`src/wah_bitmap_and_or_assert.svh`:
```
// ----------------------------------------------------------------------------
// WAH bitmap merge assertion macros
// Shared macros for the concurrent checks of the merge block.
// ----------------------------------------------------------------------------
`ifndef WAH_BITMAP_AND_OR_ASSERT_SVH
`define WAH_BITMAP_AND_OR_ASSERT_SVH

// The consequent must hold in the same cycle as the antecedent.
`define WAH_ASSERT_NOW(lbl, ante, cons) \
    lbl: assert property (@(posedge i_clk) disable iff (!i_rst_n) (ante) |-> (cons)) \
        else $error("wah check failed");

// The consequent must hold in the cycle after the antecedent.
`define WAH_ASSERT_NEXT(lbl, ante, cons) \
    lbl: assert property (@(posedge i_clk) disable iff (!i_rst_n) (ante) |=> (cons)) \
        else $error("wah check failed");

`endif

```
`src/wah_pkg.sv`:
```
// ----------------------------------------------------------------------------
// WAH bitmap merge package
// Constants, controller states and the command/status bundles of the block.
// ----------------------------------------------------------------------------
package wah_pkg;

    localparam int MAX_WORDS_DEF = 16;
    localparam int MAX_OUT       = 64;
    localparam int NOUT_W        = $clog2(MAX_OUT);

    localparam logic [29:0] LEN_MASK = 30'h3fffffff;
    localparam logic [30:0] LIT_ONES = 31'h7fffffff;
    localparam logic [29:0] LIT_BITS = 30'd31;

    localparam logic OP_AND = 1'b0;
    localparam logic OP_OR  = 1'b1;

    typedef enum logic [1:0] {
        ST_IDLE,
        ST_PREP,
        ST_EVAL,
        ST_FINISH
    } t_state;

    typedef struct packed {
        logic load;
        logic init;
        logic chunk;
        logic apply;
        logic finish;
    } t_cmd;

    typedef struct packed {
        logic trig;
        logic loop_ok;
        logic run_nz;
        logic need_flush;
        logic kind_lit;
        logic can_push;
        logic at_limit;
        logic fin_ok;
    } t_sts;

endpackage

```
`src/wah_ctrl.sv`:
```
// ----------------------------------------------------------------------------
// WAH merge controller
// Sequences loading, the merge walk, run flushing and the final word.
// ----------------------------------------------------------------------------
module wah_ctrl (
    input  logic          i_clk,
    input  logic          i_rst_n,
    input  logic          i_in_valid,
    output logic          o_in_ready,
    input  wah_pkg::t_sts i_sts,
    output wah_pkg::t_cmd o_cmd
);

    wah_pkg::t_state r_state;
    wah_pkg::t_state n_state;

    logic do_chunk;
    logic do_apply;
    logic emits;
    logic go;

    // A step either flushes one chunk of the running fill or applies itself.
    always_comb begin
        do_chunk = (!i_sts.loop_ok && i_sts.run_nz) || (i_sts.loop_ok && i_sts.need_flush);
        do_apply = i_sts.loop_ok && !i_sts.need_flush;
        emits    = do_chunk || (do_apply && i_sts.kind_lit);
        go       = !emits || i_sts.can_push;
    end

    always_comb begin
        n_state = r_state;
        case (r_state)
            wah_pkg::ST_IDLE: begin
                if (i_in_valid && i_sts.trig) begin
                    n_state = wah_pkg::ST_PREP;
                end
            end
            wah_pkg::ST_PREP: begin
                n_state = wah_pkg::ST_EVAL;
            end
            wah_pkg::ST_EVAL: begin
                if (!i_sts.loop_ok && !i_sts.run_nz) begin
                    n_state = wah_pkg::ST_FINISH;
                end else if (emits && go && i_sts.at_limit) begin
                    n_state = wah_pkg::ST_FINISH;
                end
            end
            wah_pkg::ST_FINISH: begin
                if (i_sts.fin_ok) begin
                    n_state = wah_pkg::ST_IDLE;
                end
            end
            default: begin
                n_state = wah_pkg::ST_IDLE;
            end
        endcase
    end

    // No request is taken while reset is held.
    always_comb begin
        o_in_ready   = 1'b0;
        o_cmd        = '0;
        case (r_state)
            wah_pkg::ST_IDLE: begin
                o_in_ready = i_rst_n;
                o_cmd.load = i_in_valid && i_rst_n;
            end
            wah_pkg::ST_PREP: begin
                o_cmd.init = 1'b1;
            end
            wah_pkg::ST_EVAL: begin
                o_cmd.chunk = do_chunk && go;
                o_cmd.apply = do_apply && go;
            end
            wah_pkg::ST_FINISH: begin
                o_cmd.finish = i_sts.fin_ok;
            end
            default: begin
                o_cmd = '0;
            end
        endcase
    end

    always_ff @(posedge i_clk) begin
        if (!i_rst_n) begin
            r_state <= wah_pkg::ST_IDLE;
        end else begin
            r_state <= n_state;
        end
    end

endmodule

```
`src/wah_dp.sv`:
```
// ----------------------------------------------------------------------------
// WAH merge datapath
// Operand stores, walk indexes, running fill counter and the output stages.
// ----------------------------------------------------------------------------
`include "wah_bitmap_and_or_assert.svh"

module wah_dp #(
    parameter int MAX_WORDS = wah_pkg::MAX_WORDS_DEF
) (
    input  logic          i_clk,
    input  logic          i_rst_n,
    input  logic          i_op_mode,
    input  logic          i_operand_select,
    input  logic [31:0]   i_comp_word,
    input  logic          i_last_word,
    input  wah_pkg::t_cmd i_cmd,
    output wah_pkg::t_sts o_sts,
    output logic          o_out_valid,
    input  logic          i_out_ready,
    output logic [31:0]   o_result_word,
    output logic          o_last_result
);

    localparam int CW    = $clog2(MAX_WORDS + 1);
    localparam int IW    = $clog2(MAX_WORDS);
    localparam int RUN_W = 30 + $clog2(2 * MAX_WORDS + 1);

    logic [31:0] r_store1 [MAX_WORDS];
    logic [31:0] r_store2 [MAX_WORDS];
    logic [31:0] r_rd1, r_rd2;

    logic [CW-1:0] r_cnt1, r_cnt2, n_cnt1, n_cnt2;
    logic          r_done1, r_done2, n_done1, n_done2;
    logic          wr1, wr2;

    logic [CW-1:0] r_i1, r_i2, n_i1, n_i2;
    logic [31:0]   r_w1, r_w2, n_w1, n_w2;
    logic          r_mod1, r_mod2, n_mod1, n_mod2;

    logic [RUN_W-1:0] r_run_cnt, n_run_cnt;
    logic             r_run_val, n_run_val;

    logic [wah_pkg::NOUT_W-1:0] r_nout, n_nout;
    logic        r_pend_v, n_pend_v;
    logic [31:0] r_pend, n_pend;
    logic        r_out_v, n_out_v;
    logic [31:0] r_out_word, n_out_word;
    logic        r_out_last, n_out_last;

    // Step evaluation.
    logic [31:0] e1, e2, fw, lit, lit_word, emit_word, chunk_word;
    logic [29:0] c1, c2, c, m, chunk;
    logic [30:0] num;
    logic        f1, f2, v, dom, is_or;
    logic        kind_lit, add_val, adv1, adv2, set1, set2;
    logic [29:0] add_amt;
    logic [31:0] mw1, mw2;
    logic        emit, out_free, run_nz;

    always_comb begin
        is_or    = (i_op_mode == wah_pkg::OP_OR);
        e1       = r_mod1 ? r_w1 : r_rd1;
        e2       = r_mod2 ? r_w2 : r_rd2;
        f1       = e1[31];
        f2       = e2[31];
        c1       = e1[29:0];
        c2       = e2[29:0];
        kind_lit = 1'b0;
        add_val  = 1'b0;
        add_amt  = wah_pkg::LIT_BITS;
        lit_word = '0;
        adv1     = 1'b0;
        adv2     = 1'b0;
        set1     = 1'b0;
        set2     = 1'b0;
        mw1      = e1;
        mw2      = e2;
        m        = '0;
        fw       = f1 ? e1 : e2;
        lit      = f1 ? e2 : e1;
        c        = fw[29:0];
        v        = fw[30];
        dom      = is_or ? v : !v;
        num      = is_or ? (e1[30:0] | e2[30:0]) : (e1[30:0] & e2[30:0]);
        if (f1 && f2) begin
            m       = (c1 < c2) ? c1 : c2;
            add_val = is_or ? (e1[30] | e2[30]) : (e1[30] & e2[30]);
            add_amt = m;
            if (c1 == c2) begin
                adv1 = 1'b1;
                adv2 = 1'b1;
            end else if (c1 > c2) begin
                mw1  = {e1[31:30], c1 - c2};
                set1 = 1'b1;
                adv2 = 1'b1;
            end else begin
                mw2  = {e2[31:30], c2 - c1};
                set2 = 1'b1;
                adv1 = 1'b1;
            end
        end else if (f1 || f2) begin
            if (dom) begin
                add_val = v;
            end else begin
                kind_lit = 1'b1;
                lit_word = lit;
            end
            // A fill no longer than one literal is used up whole.
            if (c <= wah_pkg::LIT_BITS) begin
                adv1 = f1;
                adv2 = !f1;
            end else if (f1) begin
                mw1  = {fw[31:30], c - wah_pkg::LIT_BITS};
                set1 = 1'b1;
            end else begin
                mw2  = {fw[31:30], c - wah_pkg::LIT_BITS};
                set2 = 1'b1;
            end
            if (f1) begin
                adv2 = 1'b1;
            end else begin
                adv1 = 1'b1;
            end
        end else begin
            adv1 = 1'b1;
            adv2 = 1'b1;
            if (num == '0) begin
                add_val = 1'b0;
            end else if (num == wah_pkg::LIT_ONES) begin
                add_val = 1'b1;
            end else begin
                kind_lit = 1'b1;
                lit_word = {1'b0, num};
            end
        end
    end

    always_comb begin
        run_nz     = (r_run_cnt != '0);
        chunk      = (r_run_cnt > RUN_W'(wah_pkg::LEN_MASK)) ? wah_pkg::LEN_MASK
                                                              : r_run_cnt[29:0];
        chunk_word = {1'b1, r_run_val, chunk};
        emit       = i_cmd.chunk || (i_cmd.apply && kind_lit);
        emit_word  = i_cmd.chunk ? chunk_word : lit_word;
        out_free   = !r_out_v || i_out_ready;
    end

    always_comb begin
        o_sts.trig       = (r_done1 || (!i_operand_select && i_last_word)) &&
                           (r_done2 || (i_operand_select && i_last_word));
        o_sts.loop_ok    = (r_i1 < r_cnt1) && (r_i2 < r_cnt2);
        o_sts.run_nz     = run_nz;
        o_sts.need_flush = run_nz && (kind_lit || (add_val != r_run_val));
        o_sts.kind_lit   = kind_lit;
        o_sts.can_push   = !r_pend_v || out_free;
        o_sts.at_limit   = (r_nout == wah_pkg::NOUT_W'(wah_pkg::MAX_OUT - 1));
        o_sts.fin_ok     = !r_pend_v || out_free;
    end

    // Loading of the operand stores.
    always_comb begin
        n_cnt1  = r_cnt1;
        n_cnt2  = r_cnt2;
        n_done1 = r_done1;
        n_done2 = r_done2;
        wr1     = 1'b0;
        wr2     = 1'b0;
        if (i_cmd.load) begin
            if (!i_operand_select && !r_done1) begin
                if (r_cnt1 < CW'(MAX_WORDS)) begin
                    wr1    = 1'b1;
                    n_cnt1 = r_cnt1 + 1'b1;
                end
                n_done1 = i_last_word;
            end
            if (i_operand_select && !r_done2) begin
                if (r_cnt2 < CW'(MAX_WORDS)) begin
                    wr2    = 1'b1;
                    n_cnt2 = r_cnt2 + 1'b1;
                end
                n_done2 = i_last_word;
            end
        end
        if (i_cmd.finish) begin
            n_cnt1  = '0;
            n_cnt2  = '0;
            n_done1 = 1'b0;
            n_done2 = 1'b0;
        end
    end

    // Walk, running fill and output staging.
    always_comb begin
        n_i1       = r_i1;
        n_i2       = r_i2;
        n_w1       = r_w1;
        n_w2       = r_w2;
        n_mod1     = r_mod1;
        n_mod2     = r_mod2;
        n_run_cnt  = r_run_cnt;
        n_run_val  = r_run_val;
        n_nout     = r_nout;
        n_pend_v   = r_pend_v;
        n_pend     = r_pend;
        n_out_v    = r_out_v && !i_out_ready;
        n_out_word = r_out_word;
        n_out_last = r_out_last;
        if (i_cmd.init) begin
            n_i1      = '0;
            n_i2      = '0;
            n_mod1    = 1'b0;
            n_mod2    = 1'b0;
            n_run_cnt = '0;
            n_run_val = 1'b0;
            n_nout    = '0;
        end
        if (i_cmd.chunk) begin
            n_run_cnt = r_run_cnt - RUN_W'(chunk);
        end
        if (i_cmd.apply) begin
            if (!kind_lit) begin
                n_run_cnt = r_run_cnt + RUN_W'(add_amt);
                n_run_val = add_val;
            end
            if (adv1) begin
                n_i1   = r_i1 + 1'b1;
                n_mod1 = 1'b0;
            end else if (set1) begin
                n_w1   = mw1;
                n_mod1 = 1'b1;
            end
            if (adv2) begin
                n_i2   = r_i2 + 1'b1;
                n_mod2 = 1'b0;
            end else if (set2) begin
                n_w2   = mw2;
                n_mod2 = 1'b1;
            end
        end
        // The newest word waits in the pending stage until the next one
        // shows whether it is the final word of the result.
        if (emit) begin
            n_nout   = r_nout + 1'b1;
            n_pend   = emit_word;
            n_pend_v = 1'b1;
            if (r_pend_v) begin
                n_out_v    = 1'b1;
                n_out_word = r_pend;
                n_out_last = 1'b0;
            end
        end
        if (i_cmd.finish && r_pend_v) begin
            n_pend_v   = 1'b0;
            n_out_v    = 1'b1;
            n_out_word = r_pend;
            n_out_last = 1'b1;
        end
    end

    always_ff @(posedge i_clk) begin
        if (wr1) begin
            r_store1[r_cnt1[IW-1:0]] <= i_comp_word;
        end
        if (wr2) begin
            r_store2[r_cnt2[IW-1:0]] <= i_comp_word;
        end
        r_rd1 <= r_store1[n_i1[IW-1:0]];
        r_rd2 <= r_store2[n_i2[IW-1:0]];
    end

    always_ff @(posedge i_clk) begin
        if (!i_rst_n) begin
            r_cnt1    <= '0;
            r_cnt2    <= '0;
            r_done1   <= 1'b0;
            r_done2   <= 1'b0;
            r_i1      <= '0;
            r_i2      <= '0;
            r_mod1    <= 1'b0;
            r_mod2    <= 1'b0;
            r_run_cnt <= '0;
            r_run_val <= 1'b0;
            r_nout    <= '0;
            r_pend_v  <= 1'b0;
            r_out_v   <= 1'b0;
        end else begin
            r_cnt1    <= n_cnt1;
            r_cnt2    <= n_cnt2;
            r_done1   <= n_done1;
            r_done2   <= n_done2;
            r_i1      <= n_i1;
            r_i2      <= n_i2;
            r_mod1    <= n_mod1;
            r_mod2    <= n_mod2;
            r_run_cnt <= n_run_cnt;
            r_run_val <= n_run_val;
            r_nout    <= n_nout;
            r_pend_v  <= n_pend_v;
            r_out_v   <= n_out_v;
        end
    end

    always_ff @(posedge i_clk) begin
        r_w1       <= n_w1;
        r_w2       <= n_w2;
        r_pend     <= n_pend;
        r_out_word <= n_out_word;
        r_out_last <= n_out_last;
    end

    assign o_out_valid   = r_out_v;
    assign o_result_word = r_out_word;
    assign o_last_result = r_out_last;

    `WAH_ASSERT_NOW(a_emit_has_room, emit, o_sts.can_push)
    `WAH_ASSERT_NOW(a_apply_in_walk, i_cmd.apply, o_sts.loop_ok && !o_sts.need_flush)
    `WAH_ASSERT_NEXT(a_finish_clears, i_cmd.finish,
                     !r_pend_v && r_cnt1 == '0 && r_cnt2 == '0 && !r_done1 && !r_done2)

endmodule

```
`src/wah_bitmap_and_or.sv`:
```
// ----------------------------------------------------------------------------
// WAH bitmap AND/OR merge
// Collects two WAH-compressed bitmaps and returns their compressed AND or OR.
// ----------------------------------------------------------------------------
// Each request on the input channel carries one 32-bit WAH word and the bitmap
// it belongs to; requests are taken back to back while no merge is running. Up
// to MAX_WORDS words are kept per bitmap, words beyond that are dropped, and
// words for a bitmap whose last word was already seen are ignored. The request
// that completes both bitmaps starts the merge, and the input stays stalled
// until the merge has ended: the prepare state reads the first store entries,
// then the walk performs the merge steps and flushes fill words from the
// running fill, the walk state sees that the walk is over, and the finish state
// releases the final word; the walk and the release wait while the output is
// blocked. The walk is bound by the single registered read port of each store;
// a merge of n1 and n2 stored words takes at most n1 + n2 - 1 steps. Result
// requests leave through an output register, so the block keeps working while
// a word waits to be taken; at most 64 words are returned, and the final one is
// marked with o_last_result. The logical operation comes from register op_mode
// at address 0 (0 AND, 1 OR) and may only be changed while no merge is running.
// ----------------------------------------------------------------------------
module wah_bitmap_and_or #(
    parameter int MAX_WORDS = wah_pkg::MAX_WORDS_DEF
) (
    input  logic        i_clk,
    input  logic        i_rst_n,

    input  logic        psel,
    input  logic        penable,
    input  logic        pwrite,
    input  logic [2:0]  paddr,
    input  logic [31:0] pwdata,
    output logic [31:0] prdata,
    output logic        pready,

    input  logic        i_in_valid,
    output logic        o_in_ready,
    input  logic        i_operand_select,
    input  logic [31:0] i_comp_word,
    input  logic        i_last_word,

    output logic        o_out_valid,
    input  logic        i_out_ready,
    output logic [31:0] o_result_word,
    output logic        o_last_result
);

    logic          r_op_mode;
    wah_pkg::t_cmd cmd;
    wah_pkg::t_sts sts;

    // The register file holds a single bit; bit 2 of the byte address picks
    // the register, so addresses 4 to 7 read as zero and ignore writes.
    assign pready = 1'b1;

    always_ff @(posedge i_clk) begin
        if (!i_rst_n) begin
            r_op_mode <= wah_pkg::OP_AND;
        end else if (psel && penable && pwrite && !paddr[2]) begin
            r_op_mode <= pwdata[0];
        end
    end

    always_comb begin
        prdata = '0;
        if (!paddr[2]) begin
            prdata[0] = r_op_mode;
        end
    end

    // The controller decides every step; the datapath holds the stores, the
    // walk position, the running fill and the two output stages.
    wah_ctrl u_ctrl (
        .i_clk      (i_clk),
        .i_rst_n    (i_rst_n),
        .i_in_valid (i_in_valid),
        .o_in_ready (o_in_ready),
        .i_sts      (sts),
        .o_cmd      (cmd)
    );

    wah_dp #(
        .MAX_WORDS (MAX_WORDS)
    ) u_dp (
        .i_clk            (i_clk),
        .i_rst_n          (i_rst_n),
        .i_op_mode        (r_op_mode),
        .i_operand_select (i_operand_select),
        .i_comp_word      (i_comp_word),
        .i_last_word      (i_last_word),
        .i_cmd            (cmd),
        .o_sts            (sts),
        .o_out_valid      (o_out_valid),
        .i_out_ready      (i_out_ready),
        .o_result_word    (o_result_word),
        .o_last_result    (o_last_result)
    );

endmodule
```
`config.mk`:
```
export PLATFORM = sky130hd
export DESIGN_NAME = wah_bitmap_and_or
export DESIGN_NICKNAME = d
export VERILOG_FILES = /design/src/wah_pkg.sv /design/src/wah_ctrl.sv /design/src/wah_dp.sv /design/src/wah_bitmap_and_or.sv
export VERILOG_INCLUDE_DIRS = /design/src /design/src/src
export SDC_FILE = /design/constraint.sdc
export NUM_CORES = 2
export LEC_CHECK = 0
export BUFFER_PORTS_ARGS = -buffer_cell sky130_fd_sc_hd__buf_2
export CELL_PAD_IN_SITES_DETAIL_PLACEMENT = 0
export CELL_PAD_IN_SITES_GLOBAL_PLACEMENT = 2
export CORE_MARGIN = 4
export CORE_UTILIZATION = 40
export DETAILED_ROUTE_END_ITERATION = 8
export PLACE_DENSITY = 0.87
export SLEW_MARGIN = 25
export SYNTH_ARGS = -nofsm -noshare
export SYNTH_HDL_FRONTEND = slang
export SYNTH_SLANG_ARGS = --single-unit
```
`constraint.sdc`:
```
create_clock -name i_clk -period 8.2 [get_ports i_clk]
set_input_delay 0.82 -clock i_clk [delete_from_list [all_inputs] [get_ports i_clk]]
set_output_delay 0.82 -clock i_clk [all_outputs]
set_load 0.02 [all_outputs]
```
==> impl_results.md <==
- Result of the run: finished, final reports clean
- Clock-pin transition on the worst setup and hold timing paths: 0.06 ns
- Final weighted congestion in routability-driven placement: 0.975
- Hold violation total from the final report: 0
- Number of setup violations in the final report: 0
- Antenna Violating Nets Remaining: 0
- Maximum achievable frequency: between 100 and 150 MHz
- Ratio of cells with drive above 1 in the final layout: 0.151
- Number of antenna violations at the first check in global routing: 12
- Register bit count reported by yosys: 1289
- Vertical die dimension: a little over 400 um
- Arrival time reported for the critical path endpoint: about 8.3 ns
- P per Cell Area: about 200 nW/um2
- Cell row count: ~150
- Cell leakage power: 24.6 nW
- Number of nets at the end of the flow: around 5600
- Cell count after synthesis: ~5200
- Wire length of the first global-routing pass: 294 mm
- Initial core utilization: 0.402
- Layout Utilization: 0.455
- Clock tree from TritonCTS: done
- IR drop worst, VDD: 0.000180 V
- Largest buffer count on any clock path: 3
- R2R setup slack: 0.53 ns
- Setup skew after layout: roughly 0.046 ns
- Path depth of the worst reg2reg path: 27
- Maximum fanout count along the critical path: 19
- Final WL: 204 mm
- Clock net sink count: roughly 1300
- Slack of the critical path: about 0.53 ns
- Library cell with the largest summed area after synthesis: sky130_fd_sc_hd__edfxtp_1
- Number of flops mapped to enable cells by yosys: 1152
- Count of boundary I/O pins: between 100 and 150
- Max-cap violations: 0
- Clock buffers created by TritonCTS: between 100 and 150
- Vias in the first global route: ~43000
- Terminating pin of the worst hold path: u_dp.r_done2
- Leading post-synthesis cells by cell area: sky130_fd_sc_hd__edfxtp_1 (55%), sky130_fd_sc_hd__dfxtp_1 (4.4%), sky130_fd_sc_hd__ha_1 (3.5%)
- Area growth from synthesis to layout: 13.2%
- Dominant register cell in the synthesized netlist: sky130_fd_sc_hd__edfxtp_1
- Reg-to-reg critical path startpoint: u_dp.r_mod1
- Post-synth ARST share: 0
- Portion of synthesized cell area occupied by the leading cell type: 0.551
- Area of all sequential standard cells: around 37000 um2
- Overall die area: 163000 um2
- Total number of vias: ~45000
- Multi-input gate area: approximately 24000 um2
- Filler instances: 14014
- GRT overflow: 0
- Post-route worst hold slack: between 0.3 and 0.4 ns
- Post-CTS sizing: 0
- 1st-pass router iterations: 6
- Synth cell types: 96
- Type of the worst setup path: register to register
- Top post-synthesis cells by count: sky130_fd_sc_hd__edfxtp_1 (1152), sky130_fd_sc_hd__nand2_1 (481), sky130_fd_sc_hd__clkbuf_1 (261), sky130_fd_sc_hd__nor2_1 (253), sky130_fd_sc_hd__o211ai_1 (248)
- DRC viols: 0
- Pin count of the biggest net entering global routing: between 100 and 150
- Start point of the worst min-delay path: i_last_word
- Port-buffer cells: approximately 80
- Root Buffer Master: sky130_fd_sc_hd__clkbuf_16
- Die width: slightly above 400 um
- Most numerous cell in the Yosys netlist: sky130_fd_sc_hd__edfxtp_1
- Unrepaired setup endpoints after global routing: false
- Worst Setup Start Kind: register
- Avg Inst Size Synth: 12.1 um2
- Pre-CTS WS: around 0.64 ns
- Count of warnings emitted by yosys: 0
- Time the worst path needs with I/O delays and setup: about 7.7 ns
- Worst hold path stage count: 3
- Clock latency reported for the late side of the worst-skew pair: 0.78 ns
- Fraction of the yosys area taken by sequential cells: 0.594
- Synthesized cell area: between 60000 and 70000 um2
- Transition time at the pin with the least slew margin: 1.22 ns
- Crit end category: register
- Kind of path behind the tightest hold check: primary input to register
- Final number of max-transition violations: 0
- Post-DP HPWL: 130 mm
- Data required time at the worst endpoint: ~9 ns
- Crit share post-route: 0.936
- # hold bufs at CTS: 0
- Starting DRT DRC Count: about 4800
- Routed WL per cell: between 20 and 30 um
- H-tree levels: 4
- Setup bufs post-CTS: 0
- Total Routing Usage GR: 0.242
- R2R Path End: u_dp.r_run_cnt[32]
- Worst slew slack as a fraction of its limit: 0.182
- Via-per-instance ratio: 6.00
- Final sum of negative setup slack: 0 ns
- Std-Cell Core Area: 156000 um2
## report_power, final
group,total [W],internal (W),switching [W]
combinational,0.00129,0.000390,0.000895
clock,0.00601,0.00331,0.00270
sequential,0.00727,0.00721,0.0000568
total,0.0146,0.0109,0.00365
## layout make-up
class | instances | share of cell area
Clock buffer | 195 | 0.0531
Clock inverter | 60 | 0.00866
Sequential cell | 1289 | 0.525
Multi-Input combinational cell | 3356 | 0.331
Timing Repair Buffer | 324 | 0.0351
Tap cell | 2058 | 0.0362
Antenna cell | 9 | 0.000317
Inverter | 197 | 0.0104
## worst max-delay path, cell delays in order, from the launching register on
cell and delay [ns]:
sky130_fd_sc_hd__dfxtp_2 0.55, sky130_fd_sc_hd__buf_12 0.23, sky130_fd_sc_hd__buf_12 0.19, sky130_fd_sc_hd__mux2i_1 0.61, sky130_fd_sc_hd__ha_1 0.47, sky130_fd_sc_hd__nor3_1 0.25, sky130_fd_sc_hd__o211ai_1 0.21, sky130_fd_sc_hd__a21oi_1 0.38
sky130_fd_sc_hd__o21a_1 0.31, sky130_fd_sc_hd__nor2_2 0.12, sky130_fd_sc_hd__buf_4 0.22, sky130_fd_sc_hd__nor2_1 0.11, sky130_fd_sc_hd__o21ai_0 0.14, sky130_fd_sc_hd__fa_1 0.46, sky130_fd_sc_hd__a21o_1 0.18, sky130_fd_sc_hd__a21o_1 0.21
sky130_fd_sc_hd__a2111oi_0 0.43, sky130_fd_sc_hd__buf_4 0.18, sky130_fd_sc_hd__o21ai_0 0.20, sky130_fd_sc_hd__a2111oi_0 0.71, sky130_fd_sc_hd__buf_4 0.22, sky130_fd_sc_hd__o21bai_1 0.13, sky130_fd_sc_hd__o21a_1 0.23, sky130_fd_sc_hd__o31ai_1 0.27
sky130_fd_sc_hd__buf_4 0.18, sky130_fd_sc_hd__nor3_1 0.06, sky130_fd_sc_hd__mux2i_1 0.15, sky130_fd_sc_hd__o21a_1 0.17
## metrics by stage
step           cells  power, W  instance area, um2
2_1_floorplan   5232   0.00808               62900
3_3_place_gp    7223   0.00865               66600
3_5_place_dp    7223   0.00865               66600
4_1_cts         7478    0.0146               71000
5_1_grt         7481    0.0150               71100
6_report        7488    0.0146               71100
## cell usage in the layout (no fill, tap or decap), types with 32 or more instances in the layout
cell                        synthesis  routed
sky130_fd_sc_hd__nor2_1           253     224
sky130_fd_sc_hd__ha_1             175     175
sky130_fd_sc_hd__conb_1             2      32
sky130_fd_sc_hd__nor2b_1           35      34
sky130_fd_sc_hd__edfxtp_1        1152    1152
sky130_fd_sc_hd__o21ai_0          216     215
sky130_fd_sc_hd__inv_1            192     191
sky130_fd_sc_hd__or4_1             40      40
sky130_fd_sc_hd__buf_4             33     226
sky130_fd_sc_hd__nand4_1           59      59
sky130_fd_sc_hd__clkbuf_16          0     137
sky130_fd_sc_hd__o211ai_1         248     248
sky130_fd_sc_hd__mux2_2           156     155
sky130_fd_sc_hd__a311oi_1         123     123
sky130_fd_sc_hd__mux2i_1          128     126
sky130_fd_sc_hd__a21oi_1          211     209
sky130_fd_sc_hd__nor3_1            92      82
sky130_fd_sc_hd__nand2_1          481     481
sky130_fd_sc_hd__o22ai_1           44      44
sky130_fd_sc_hd__buf_2             52      78
sky130_fd_sc_hd__nand2b_1          60      60
sky130_fd_sc_hd__clkbuf_1         261      45
sky130_fd_sc_hd__a32oi_1           56      55
sky130_fd_sc_hd__nand3_1           74      74
sky130_fd_sc_hd__xnor2_1           84      84
sky130_fd_sc_hd__a21o_1            35      34
sky130_fd_sc_hd__dfxtp_1          137     133
sky130_fd_sc_hd__a211oi_1         134     133
sky130_fd_sc_hd__and3_1           142     142
## how the worst max path moves through the flow
| stage | startpoint | to | slack (ns) | cells past startpoint |
|---|---|---|---|---|
| after floorplan | u_dp.r_mod1 | u_dp.r_run_cnt[34] | 0.52 | 29 |
| after global placement | u_dp.r_mod1 | u_dp.r_run_cnt[34] | 0.60 | 27 |
| after detailed placement | u_dp.r_mod1 | u_dp.r_run_cnt[32] | 0.64 | 27 |
| after CTS | u_dp.r_mod1 | u_dp.r_run_cnt[32] | 0.64 | 27 |
| after global routing | u_dp.r_mod1 | u_dp.r_run_cnt[34] | 0.29 | 27 |
| final | u_dp.r_mod1 | u_dp.r_run_cnt[32] | 0.53 | 27 |
## cells by family after synthesis
kind of cell / synth area share
other: 0.000120
AO/OA/AOI/OAI: 0.155
flip-flops: 0.594
multiplexers: 0.0532
AND/OR/NAND/NOR: 0.106
adder cells (fa/ha/maj): 0.0361
XOR/XNOR: 0.0153
buffers and inverters: 0.0397
## sequential cells by signal (all words and copies together) (netlist names), 2 cells and up
| name | flops |
|---|---|
| u_dp.r_store1 | 512 |
| u_dp.r_store2 | 512 |
| u_dp.r_run_cnt | 36 |
| u_dp.o_result_word | 32 |
| u_dp.r_pend | 32 |
| u_dp.r_rd1 | 32 |
| u_dp.r_rd2 | 32 |
| u_dp.r_w1 | 32 |
| u_dp.r_w2 | 32 |
| u_dp.r_nout | 6 |
| u_dp.r_cnt1 | 5 |
| u_dp.r_cnt2 | 5 |
| u_dp.r_i1 | 5 |
| u_dp.r_i2 | 5 |
| u_ctrl.r_state | 2 |
## layer usage
layer / part of all wire / vias up / GRT usage
met5: 0.00028 / - / 0
met2: 0.47 / 1939 / 0.393
met3: 0.077 / 380 / 0.0402
met1: 0.41 / 22472 / 0.327
met4: 0.037 / 8 / 0.0877
li1: - / 20154 / -
No activity file was read; power rests on OpenSTA's default activity.
